[src/hw/rtl/tlr_pkg.sv]
package tlr_pkg;
   localparam int COORD_BITS_DEF = 13;
   localparam int MAX_STROKE_DEF = 15;
   localparam int CFG_BITS = 13;
   localparam int CFG_IDX_BITS = 2;
   localparam logic [CFG_IDX_BITS-1:0] CSR_RASTER_WIDTH = 2'd0;
   localparam logic [CFG_IDX_BITS-1:0] CSR_RASTER_HEIGHT = 2'd1;
   localparam logic [CFG_IDX_BITS-1:0] CSR_STROKE_WIDTH = 2'd2;
   localparam logic REQ_START = 1'b0;
   localparam logic REQ_ADVANCE = 1'b1;
endpackage

[src/hw/rtl/tlr_div.sv]
// Restoring divider: unsigned quotient of num by den, one bit a cycle.
module tlr_div #(
   parameter int NB = 32,
   parameter int DB = 16
) (
   input  logic          clock,
   input  logic          reset,
   input  logic          start,
   input  logic [NB-1:0] num,
   input  logic [DB-1:0] den,
   output logic          busy,
   output logic [NB-1:0] quot
);
   localparam int CB = $clog2(NB + 1);
   logic [NB-1:0] q_ff, q_in;
   logic [DB:0]   r_ff, r_in;
   logic [DB-1:0] d_ff;
   logic [CB-1:0] cnt_ff, cnt_in;
   logic          busy_ff, busy_in;
   logic [DB:0]   trial;

   always_comb begin
      q_in = q_ff;
      r_in = r_ff;
      cnt_in = cnt_ff;
      busy_in = busy_ff;
      trial = {r_ff[DB-1:0], q_ff[NB-1]};
      if (start) begin
         q_in = num;
         r_in = '0;
         cnt_in = CB'(NB);
         busy_in = 1'b1;
      end else if (busy_ff) begin
         if (trial >= {1'b0, d_ff}) begin
            r_in = trial - {1'b0, d_ff};
            q_in = {q_ff[NB-2:0], 1'b1};
         end else begin
            r_in = trial;
            q_in = {q_ff[NB-2:0], 1'b0};
         end
         cnt_in = cnt_ff - 1'b1;
         if (cnt_ff == CB'(1)) busy_in = 1'b0;
      end
   end

   always_ff @(posedge clock) begin
      if (reset) begin
         busy_ff <= 1'b0;
         cnt_ff <= '0;
      end else begin
         busy_ff <= busy_in;
         cnt_ff <= cnt_in;
      end
      q_ff <= q_in;
      r_ff <= r_in;
      if (start) d_ff <= den;
   end

   assign busy = busy_ff;
   assign quot = q_ff;
endmodule

[src/hw/rtl/tlr_front.sv]
// Accept and classify request words; push them into a short queue.
module tlr_front #(
   parameter int CB = 13,
   parameter int DEPTH = 2
) (
   input  logic          clock,
   input  logic          reset,
   input  logic          req_valid,
   output logic          req_stall,
   input  logic          req_type,
   input  logic [CB-1:0] req_start_x,
   input  logic [CB-1:0] req_start_y,
   input  logic [CB-1:0] req_end_x,
   input  logic [CB-1:0] req_end_y,
   output logic          q_valid,
   input  logic          q_pop,
   output logic          q_type,
   output logic          q_empty_seg,
   output logic [4*CB-1:0] q_coords
);
   import tlr_pkg::*;
   localparam int W = 4 * CB + 2;
   localparam int AB = (DEPTH > 1) ? $clog2(DEPTH) : 1;
   logic [W-1:0] mem_ff [DEPTH];
   logic [AB-1:0] wp_ff, rp_ff;
   logic [AB:0]   cnt_ff;
   logic          push, miss_s, miss_e;
   logic [W-1:0]  head;

   assign miss_s = (req_start_x == {CB{1'b1}}) && (req_start_y == {CB{1'b1}});
   assign miss_e = (req_end_x == {CB{1'b1}}) && (req_end_y == {CB{1'b1}});
   assign req_stall = (cnt_ff == (AB+1)'(DEPTH));
   assign push = req_valid && !req_stall;

   always_ff @(posedge clock) begin
      if (reset) begin
         wp_ff <= '0;
         rp_ff <= '0;
         cnt_ff <= '0;
      end else begin
         if (push) wp_ff <= (wp_ff == AB'(DEPTH-1)) ? '0 : wp_ff + 1'b1;
         if (q_pop) rp_ff <= (rp_ff == AB'(DEPTH-1)) ? '0 : rp_ff + 1'b1;
         cnt_ff <= cnt_ff + (AB+1)'(push) - (AB+1)'(q_pop);
      end
      if (push)
         mem_ff[wp_ff] <= {req_type, (req_type == REQ_START) && (miss_s || miss_e),
                           req_start_x, req_start_y, req_end_x, req_end_y};
   end

   assign head = mem_ff[rp_ff];
   assign q_valid = (cnt_ff != '0);
   assign q_type = head[W-1];
   assign q_empty_seg = head[W-2];
   assign q_coords = head[4*CB-1:0];
endmodule

[src/hw/rtl/tlr_back.sv]
// Segment setup and brush walk; one result word per queue word.
module tlr_back #(
   parameter int CB = 13,
   parameter int MAX_STROKE = 15
) (
   input  logic          clock,
   input  logic          reset,
   input  logic          q_valid,
   output logic          q_pop,
   input  logic          q_type,
   input  logic          q_empty_seg,
   input  logic [4*CB-1:0] q_coords,
   input  logic [12:0]   cfg_width,
   input  logic [12:0]   cfg_height,
   input  logic [3:0]    cfg_stroke,
   output logic          rsp_valid,
   input  logic          rsp_stall,
   output logic [CB-1:0] rsp_pix_x,
   output logic [CB-1:0] rsp_pix_y,
   output logic          rsp_pix_valid,
   output logic          rsp_inside_raster,
   output logic          rsp_last_pixel
);
   import tlr_pkg::*;
   localparam int DW = CB + 1;
   localparam int NB = 2 * CB + 6;
   localparam int HB = 5;
   typedef enum logic [1:0] {ST_IDLE, ST_MUL, ST_DIV, ST_OUT} st_type;
   st_type st_ff;

   logic          act_ff, xmaj_ff, setup_ff, dgo_ff;
   logic signed [CB-1:0] ax_ff, ay_ff, pos_ff, end_ff, minc_ff;
   logic signed [DW-1:0] dmaj_ff, dmin_ff;
   logic [HB-1:0] bdx_ff, bdy_ff;
   logic signed [NB-1:0] num_ff;
   logic signed [DW:0]   den_ff;
   logic          neg_ff;
   logic [CB-1:0] ox_ff, oy_ff;
   logic          ov_ff, oin_ff, olast_ff, rv_ff;

   logic signed [CB:0] x1, y1, x2, y2, dx, dy, adx, ady;
   logic signed [CB-1:0] amaj, amin;
   logic [HB-1:0] h;
   logic [HB:0]   h2;
   logic signed [CB+1:0] px, py;
   logic signed [NB-1:0] nprod;
   logic signed [DW:0]   dden;
   logic [NB-1:0] num_abs;
   logic [DW-1:0] den_abs;
   logic          dv_start, dv_busy;
   logic [NB-1:0] dv_q;
   logic          out_free, out_load;

   tlr_div #(.NB(NB), .DB(DW)) u_div (
      .clock(clock), .reset(reset), .start(dv_start),
      .num(num_abs), .den(den_abs), .busy(dv_busy), .quot(dv_q)
   );

   assign x1 = (CB+1)'(signed'(q_coords[4*CB-1:3*CB]));
   assign y1 = (CB+1)'(signed'(q_coords[3*CB-1:2*CB]));
   assign x2 = (CB+1)'(signed'(q_coords[2*CB-1:CB]));
   assign y2 = (CB+1)'(signed'(q_coords[CB-1:0]));
   assign dx = x2 - x1;
   assign dy = y2 - y1;
   assign adx = dx[CB] ? -dx : dx;
   assign ady = dy[CB] ? -dy : dy;
   assign amaj = xmaj_ff ? ax_ff : ay_ff;
   assign amin = xmaj_ff ? ay_ff : ax_ff;
   assign h = ((HB'(cfg_stroke) > HB'(MAX_STROKE)) ? HB'(MAX_STROKE) : HB'(cfg_stroke)) >> 1;
   assign h2 = {h, 1'b0};
   assign px = (xmaj_ff ? (CB+2)'(pos_ff) : (CB+2)'(minc_ff))
               + (CB+2)'(signed'({1'b0, bdx_ff})) - (CB+2)'(signed'({1'b0, h}));
   assign py = (xmaj_ff ? (CB+2)'(minc_ff) : (CB+2)'(pos_ff))
               + (CB+2)'(signed'({1'b0, bdy_ff})) - (CB+2)'(signed'({1'b0, h}));
   // (2*amin+1)*dmaj + 2*dmin*(pos-amaj), both products in one stage
   assign nprod = NB'((2 * NB'(amin) + 1) * NB'(dmaj_ff))
                + NB'(2 * NB'(dmin_ff) * (NB'(pos_ff) - NB'(amaj)));
   assign dden = {dmaj_ff, 1'b0};
   assign num_abs = num_ff[NB-1] ? NB'(-num_ff) : NB'(num_ff);
   assign den_abs = DW'(den_ff[DW] ? -den_ff : den_ff);
   assign dv_start = (st_ff == ST_DIV) && !dgo_ff;
   assign out_free = !rv_ff || !rsp_stall;
   assign q_pop = q_valid && out_free && (st_ff == ST_IDLE);
   assign out_load = ((st_ff == ST_IDLE) && q_valid && out_free
                      && !(q_type == REQ_START && !q_empty_seg))
                   || ((st_ff == ST_OUT) && setup_ff && out_free);

   always_ff @(posedge clock) begin
      if (reset) begin
         st_ff <= ST_IDLE;
         act_ff <= 1'b0;
         xmaj_ff <= 1'b0;
         rv_ff <= 1'b0;
         setup_ff <= 1'b0;
         dgo_ff <= 1'b0;
         bdx_ff <= '0;
         bdy_ff <= '0;
      end else begin
         rv_ff <= out_load || (rv_ff && rsp_stall);
         unique case (st_ff)
            ST_IDLE: if (q_valid && out_free) begin
               if (q_type == REQ_START) begin
                  if (q_empty_seg) begin
                     act_ff <= 1'b0;
                     {ox_ff, oy_ff, ov_ff, oin_ff, olast_ff} <= {{2*CB{1'b0}}, 3'b001};
                  end else begin
                     ax_ff <= x1[CB-1:0];
                     ay_ff <= y1[CB-1:0];
                     xmaj_ff <= (adx >= ady);
                     dmaj_ff <= (adx >= ady) ? dx : dy;
                     dmin_ff <= (adx >= ady) ? dy : dx;
                     if (adx >= ady) begin
                        pos_ff <= (x1 < x2) ? x1[CB-1:0] : x2[CB-1:0];
                        end_ff <= (x1 < x2) ? x2[CB-1:0] : x1[CB-1:0];
                     end else begin
                        pos_ff <= (y1 < y2) ? y1[CB-1:0] : y2[CB-1:0];
                        end_ff <= (y1 < y2) ? y2[CB-1:0] : y1[CB-1:0];
                     end
                     bdx_ff <= '0;
                     bdy_ff <= '0;
                     act_ff <= 1'b1;
                     setup_ff <= 1'b1;
                     st_ff <= ST_MUL;
                  end
               end else if (!act_ff) begin
                  {ox_ff, oy_ff, ov_ff, oin_ff, olast_ff} <= {{2*CB{1'b0}}, 3'b001};
               end else begin
                  ox_ff <= px[CB-1:0];
                  oy_ff <= py[CB-1:0];
                  ov_ff <= 1'b1;
                  oin_ff <= !px[CB+1] && !py[CB+1]
                            && ((CB+2)'(cfg_width) > px) && ((CB+2)'(cfg_height) > py);
                  olast_ff <= 1'b0;
                  if ({1'b0, bdx_ff} < h2) bdx_ff <= bdx_ff + 1'b1;
                  else begin
                     bdx_ff <= '0;
                     if ({1'b0, bdy_ff} < h2) bdy_ff <= bdy_ff + 1'b1;
                     else begin
                        bdy_ff <= '0;
                        if (pos_ff >= end_ff) begin
                           olast_ff <= 1'b1;
                           act_ff <= 1'b0;
                        end else begin
                           pos_ff <= pos_ff + 1'b1;
                           st_ff <= ST_MUL;
                        end
                     end
                  end
               end
            end
            ST_MUL: begin
               num_ff <= nprod;
               den_ff <= dden;
               neg_ff <= dden[DW];
               dgo_ff <= 1'b0;
               if (dmin_ff == '0 || dmaj_ff == '0) begin
                  minc_ff <= amin;
                  st_ff <= ST_OUT;
               end else st_ff <= ST_DIV;
            end
            ST_DIV: begin
               dgo_ff <= 1'b1;
               if (dgo_ff && !dv_busy) begin
                  // truncate toward zero: restore sign
                  minc_ff <= (num_ff[NB-1] ^ neg_ff) ? CB'(-dv_q) : CB'(dv_q);
                  st_ff <= ST_OUT;
               end
            end
            ST_OUT: if (!setup_ff) st_ff <= ST_IDLE;
               else if (out_free) begin
                  {ox_ff, oy_ff, ov_ff, oin_ff, olast_ff} <= '0;
                  setup_ff <= 1'b0;
                  st_ff <= ST_IDLE;
               end
            default: st_ff <= ST_IDLE;
         endcase
      end
   end

   assign rsp_valid = rv_ff;
   assign rsp_pix_x = ox_ff;
   assign rsp_pix_y = oy_ff;
   assign rsp_pix_valid = ov_ff;
   assign rsp_inside_raster = oin_ff;
   assign rsp_last_pixel = olast_ff;
endmodule

[src/hw/rtl/thick_line_rasterizer_core.sv]
// Thick line rasterizer, square brush.
// An advance word inside a brush square goes through the queue and the result register;
// one word a cycle while the result is not stalled. An advance that moves to the next
// major position, and a start, hold the back part in its multiply and divide states (the
// bit-serial divider is skipped on axis-aligned lines); a start's result follows them.
// Synchronous active-high reset clears control state and the config registers
// to 1920 x 1080, stroke 1.
module thick_line_rasterizer_core #(
   parameter int COORD_BITS = tlr_pkg::COORD_BITS_DEF,
   parameter int MAX_STROKE = tlr_pkg::MAX_STROKE_DEF
) (
   input  logic clock,
   input  logic reset,
   input  logic csr_write,
   input  logic [tlr_pkg::CFG_IDX_BITS-1:0] csr_index,
   input  logic [tlr_pkg::CFG_BITS-1:0] csr_data,
   input  logic req_valid,
   output logic req_stall,
   input  logic req_type,
   input  logic [COORD_BITS-1:0] req_start_x,
   input  logic [COORD_BITS-1:0] req_start_y,
   input  logic [COORD_BITS-1:0] req_end_x,
   input  logic [COORD_BITS-1:0] req_end_y,
   output logic rsp_valid,
   input  logic rsp_stall,
   output logic [COORD_BITS-1:0] rsp_pix_x,
   output logic [COORD_BITS-1:0] rsp_pix_y,
   output logic rsp_pix_valid,
   output logic rsp_inside_raster,
   output logic rsp_last_pixel
);
   import tlr_pkg::*;
   logic [12:0] width_ff, height_ff;
   logic [3:0]  stroke_ff;
   logic q_valid, q_pop, q_type, q_empty_seg;
   logic [4*COORD_BITS-1:0] q_coords;

   always_ff @(posedge clock) begin
      if (reset) begin
         width_ff <= 13'd1920;
         height_ff <= 13'd1080;
         stroke_ff <= 4'd1;
      end else if (csr_write) begin
         case (csr_index)
            CSR_RASTER_WIDTH: width_ff <= csr_data;
            CSR_RASTER_HEIGHT: height_ff <= csr_data;
            CSR_STROKE_WIDTH: stroke_ff <= csr_data[3:0];
            default: ;
         endcase
      end
   end

   tlr_front #(.CB(COORD_BITS), .DEPTH(2)) u_front (
      .clock(clock), .reset(reset), .req_valid(req_valid), .req_stall(req_stall),
      .req_type(req_type), .req_start_x(req_start_x), .req_start_y(req_start_y),
      .req_end_x(req_end_x), .req_end_y(req_end_y), .q_valid(q_valid),
      .q_pop(q_pop), .q_type(q_type), .q_empty_seg(q_empty_seg), .q_coords(q_coords)
   );

   tlr_back #(.CB(COORD_BITS), .MAX_STROKE(MAX_STROKE)) u_back (
      .clock(clock), .reset(reset), .q_valid(q_valid), .q_pop(q_pop),
      .q_type(q_type), .q_empty_seg(q_empty_seg), .q_coords(q_coords),
      .cfg_width(width_ff), .cfg_height(height_ff), .cfg_stroke(stroke_ff),
      .rsp_valid(rsp_valid), .rsp_stall(rsp_stall), .rsp_pix_x(rsp_pix_x),
      .rsp_pix_y(rsp_pix_y), .rsp_pix_valid(rsp_pix_valid),
      .rsp_inside_raster(rsp_inside_raster), .rsp_last_pixel(rsp_last_pixel)
   );

`ifndef ASSERT_OFF
   a_last_nopix: assert property (@(posedge clock) disable iff (reset)
      rsp_valid && !rsp_pix_valid |-> !rsp_inside_raster && rsp_pix_x == '0
                                      && rsp_pix_y == '0)
      else $error("non-pixel word carries a position");
   a_hold: assert property (@(posedge clock) disable iff (reset)
      rsp_valid && rsp_stall |=> rsp_valid && $stable(rsp_pix_x) && $stable(rsp_pix_y))
      else $error("stalled result changed");
   a_inside: assert property (@(posedge clock) disable iff (reset)
      rsp_valid && rsp_inside_raster |-> rsp_pix_valid)
      else $error("inside flag without pixel");
`endif
endmodule

[config.mk]
export PLATFORM = sky130hd
export DESIGN_NAME = thick_line_rasterizer_core
export DESIGN_NICKNAME = d
export VERILOG_FILES = /design/src/hw/rtl/tlr_pkg.sv /design/src/hw/rtl/tlr_div.sv /design/src/hw/rtl/tlr_front.sv /design/src/hw/rtl/tlr_back.sv /design/src/hw/rtl/thick_line_rasterizer_core.sv
export SDC_FILE = /design/constraint.sdc
export NUM_CORES = 2
export LEC_CHECK = 0
export BUFFER_PORTS_ARGS = -buffer_cell sky130_fd_sc_hd__buf_2
export CORE_MARGIN = 10
export CORE_UTILIZATION = 45
export CTS_CLUSTER_SIZE = 12
export DETAILED_ROUTE_END_ITERATION = 16
export GPL_TIMING_DRIVEN = 1
export PLACE_DENSITY_LB_ADDON = 0.1
export SLEW_MARGIN = 20
export SYNTH_ARGS = -nofsm -noshare
export SYNTH_HDL_FRONTEND = slang
export SYNTH_SLANG_ARGS = --single-unit
[constraint.sdc]
create_clock -name clock -period 13.55 [get_ports clock]
set_clock_uncertainty 0.2 [all_clocks]
set_input_delay 1.355 -clock clock [delete_from_list [all_inputs] [get_ports clock]]
set_output_delay 1.355 -clock clock [all_outputs]
set_load 0.02 [all_outputs]
==> impl_results.md <==
* GRT Overall Usage at 21.8%
* Slowest CP cell: dfxtp_2
* Worst path required time at 13.69 ns
* Rows at 108
* Area contributors post-synth: edfxtp_1 24%, fa_1 20%, ha_1 10%
* Share of cells above drive strength 1 at ~7.7%
* Setup TNS at 0 ns
* Synth top area share at between 20% and 30%
* Core area at 86900 um^2
* Final Hold Fails at 0
* Yosys top cell by area: edfxtp_1
* EDFF count, synth at 320
* Hold/Removal Path Class: flip-flop to flip-flop
* CP Depth at 36
* Critical Path AT at 11.23 ns
* Wire per inst at a little over 20 um
* First-pass GRT wire length at between 150000 and 200000 um
* Mapped Area at 39500 um^2
* Post-synth ARST share at 0%
* Die width at 316 um
* Max stage delay on crit path at slightly above 0.9 ns
* Clk buf depth at 3
* Met2 WL at 52000 um
* Worst-Skew Late Latency at around 0.6 ns
* Crit Path Max Fanout at 32
* Hold-critical path depth at 2
* Yosys reg bits at slightly below 400
* Post-route cell area at 42800 um^2
* Yosys cell types at 81
* Kind of critical path: flip-flop to flip-flop
* Rel. slew slack at between 20% and 30%
* Multi-input logic area at between 20000 and 30000 um^2
* Setup repair after global routing missed its margin: false
* CP delay by family, top: adder cells
* CP Buf/Inv Count at 3
* Grt ovf at 0
* Final worst-path cycle share at between 80% and 90%
* Starting Density at between 40% and 50%
* Synth Flop Type: edfxtp_1
* Total Wirelength at 108000 um
* DRC errors left at 0
* Inserted Clock Buffers at between 40 and 50
* CP startpoint kind: flip-flop
* Final Max Slew Viols at 0
* Placed cell area at 41300 um^2
* Leading cell type in the layout, fill and taps excluded: inv_1
* R2R depth at 36
* Top Ports at ~100
* Port-buffer cells at 103
* CP Capture Type: flip-flop
* Syn nets at 4867
* Worst-path clk slew at 0.06 ns
* PostCTS Resize Cnt at 0
* Routed Antenna Nets at 0
* Outcome: finished, final reports clean
* Metal-1 WL at 48100 um
* Max Used Layer: met5
* Routed wire length on met3 at 5160 um
* # setup viols final at 0
* CTS sink count at roughly 400
* Max cap viols at 0
* Number of nets in the layout at 4910
* Hpwl dp at 85700 um
* Minimum clock period at 11.09 ns
* Via count at a little under 30000
* CTS root buf: clkbuf_16
* Initial antenna violation count at 4
* Largest net degree at the start of global routing at 68
* Chip Height at 316 um
* Die ar. at 100000 um^2
* Fmax achieved at 90.2 MHz
* ANT cells at 0
* Register area share after synthesis at ~28%
* Number of global-route vias before repair at 29411
* Pre-Repair DR Iteration Count at 5
* Most frequent cells in the layout: 554 x inv_1, 435 x nand2_1, 404 x fa_1
* Gate Count Post-Synth at 4064
* Syn Area/Cell at 9.71 um^2
* H-tree depth at 2
* Post-CTS Setup Bufs at 0
* Register area at 11100 um^2
* # hold bufs at CTS at 0
* Yosys warnings at 0
* Fillers at 8216
* Vias per inst at 5.44
* Final GP Congestion at 0.911
* Area Overhead vs Synth at 8.45%
* Initial DRC count at 2069
* Worst slew pin tran at 1.09 ns
* CTS tree: done
[synthesized netlist by cell type, drive strengths merged, types with 17 or more instances]
library cell  number
a211oi            24
a21o              43
a21oi            182
a31oi             36
and2             109
and3              19
clkbuf           136
dfxtp             72
edfxtp           320
fa               404
ha               326
inv              554
mux2              44
mux2i            100
nand2            435
nand2b            28
nand3             62
nand4             63
nor2             206
nor2b             89
nor3              51
nor4              17
o211ai            22
o21a              36
o21ai            171
o31ai             38
or2               22
or3               34
xnor2            155
xor2              87
[worst min-delay path, stage by stage (launching register included)]
cell and delay (ns):
dfxtp_1 0.31, nand2_1 0.05, a21oi_1 0.05
[metal layers]
| layer | vias to the layer above | global-route usage (%) |
|---|---|---|
| met4 | 2 | 4.96 |
| met1 | 14232 | 29.0 |
| met2 | 638 | 37.1 |
| met5 | - | 0 |
| met3 | 110 | 3.21 |
| li1 | 13821 | - |
[kinds of logic (layout without fill, tap and decap cells)]
kind of cell	Yosys count	count (layout)	share of synthesized area (%)
AO/OA/AOI/OAI	657	657	10.5
XOR/XNOR	242	242	5.37
buffers and inverters	703	781	6.71
adder cells (fa/ha/maj)	730	730	30.8
multiplexers	144	144	3.79
flip-flops	392	392	28.0
AND/OR/NAND/NOR	1196	1196	14.8
[per-stage QoR]
| step | util (%) | instances | hold slack [ns] | setup WS [ns] |
|---|---|---|---|---|
| after floorplan | - | 4064 | 0.236 | 3.27 |
| after global placement | 47.5 | 5214 | 0.245 | 2.36 |
| after detailed placement | 47.5 | 5214 | 0.253 | 2.23 |
| after CTS | 49.2 | 5297 | 0.263 | 2.17 |
| after global routing | 49.3 | 5297 | 0.280 | 1.64 |
| final | 49.3 | 5297 | 0.261 | 2.46 |
[cell type report]
cell class | instances | area share (%)
inverter | 555 | 4.87
clock buffer | 58 | 2.94
tap | 1155 | 3.38
timing repair buffer | 143 | 1.91
sequential | 392 | 25.8
multi-input combinational | 2969 | 60.5
clock inverter | 25 | 0.611
[registers in the layout, summed over array words and instances, names as in the netlist, 14 cells and up, named ones only]
| register | count |
|---|---|
| u_back.dmaj_ff | 14 |
| u_back.u_div.r_ff | 14 |
| u_front.mem_ff | 108 |
| u_back.num_ff | 32 |
| u_back.u_div.quot | 32 |
| u_back.dmin_ff | 14 |
[final timing paths]
| kind | start | slack [ns] | to |
|---|---|---|---|
| max | u_back.xmaj_ff | 2.46 | u_back.num_ff[28] |
| min | height_ff[0] | 0.26 | height_ff[0] |
| max reg2reg | u_back.xmaj_ff | 2.46 | u_back.num_ff[28] |
| min reg2reg | height_ff[0] | 0.26 | height_ff[0] |
Power is not shown: default switching activity piles up to over one toggle a cycle in this logic, so the estimate is an artifact.
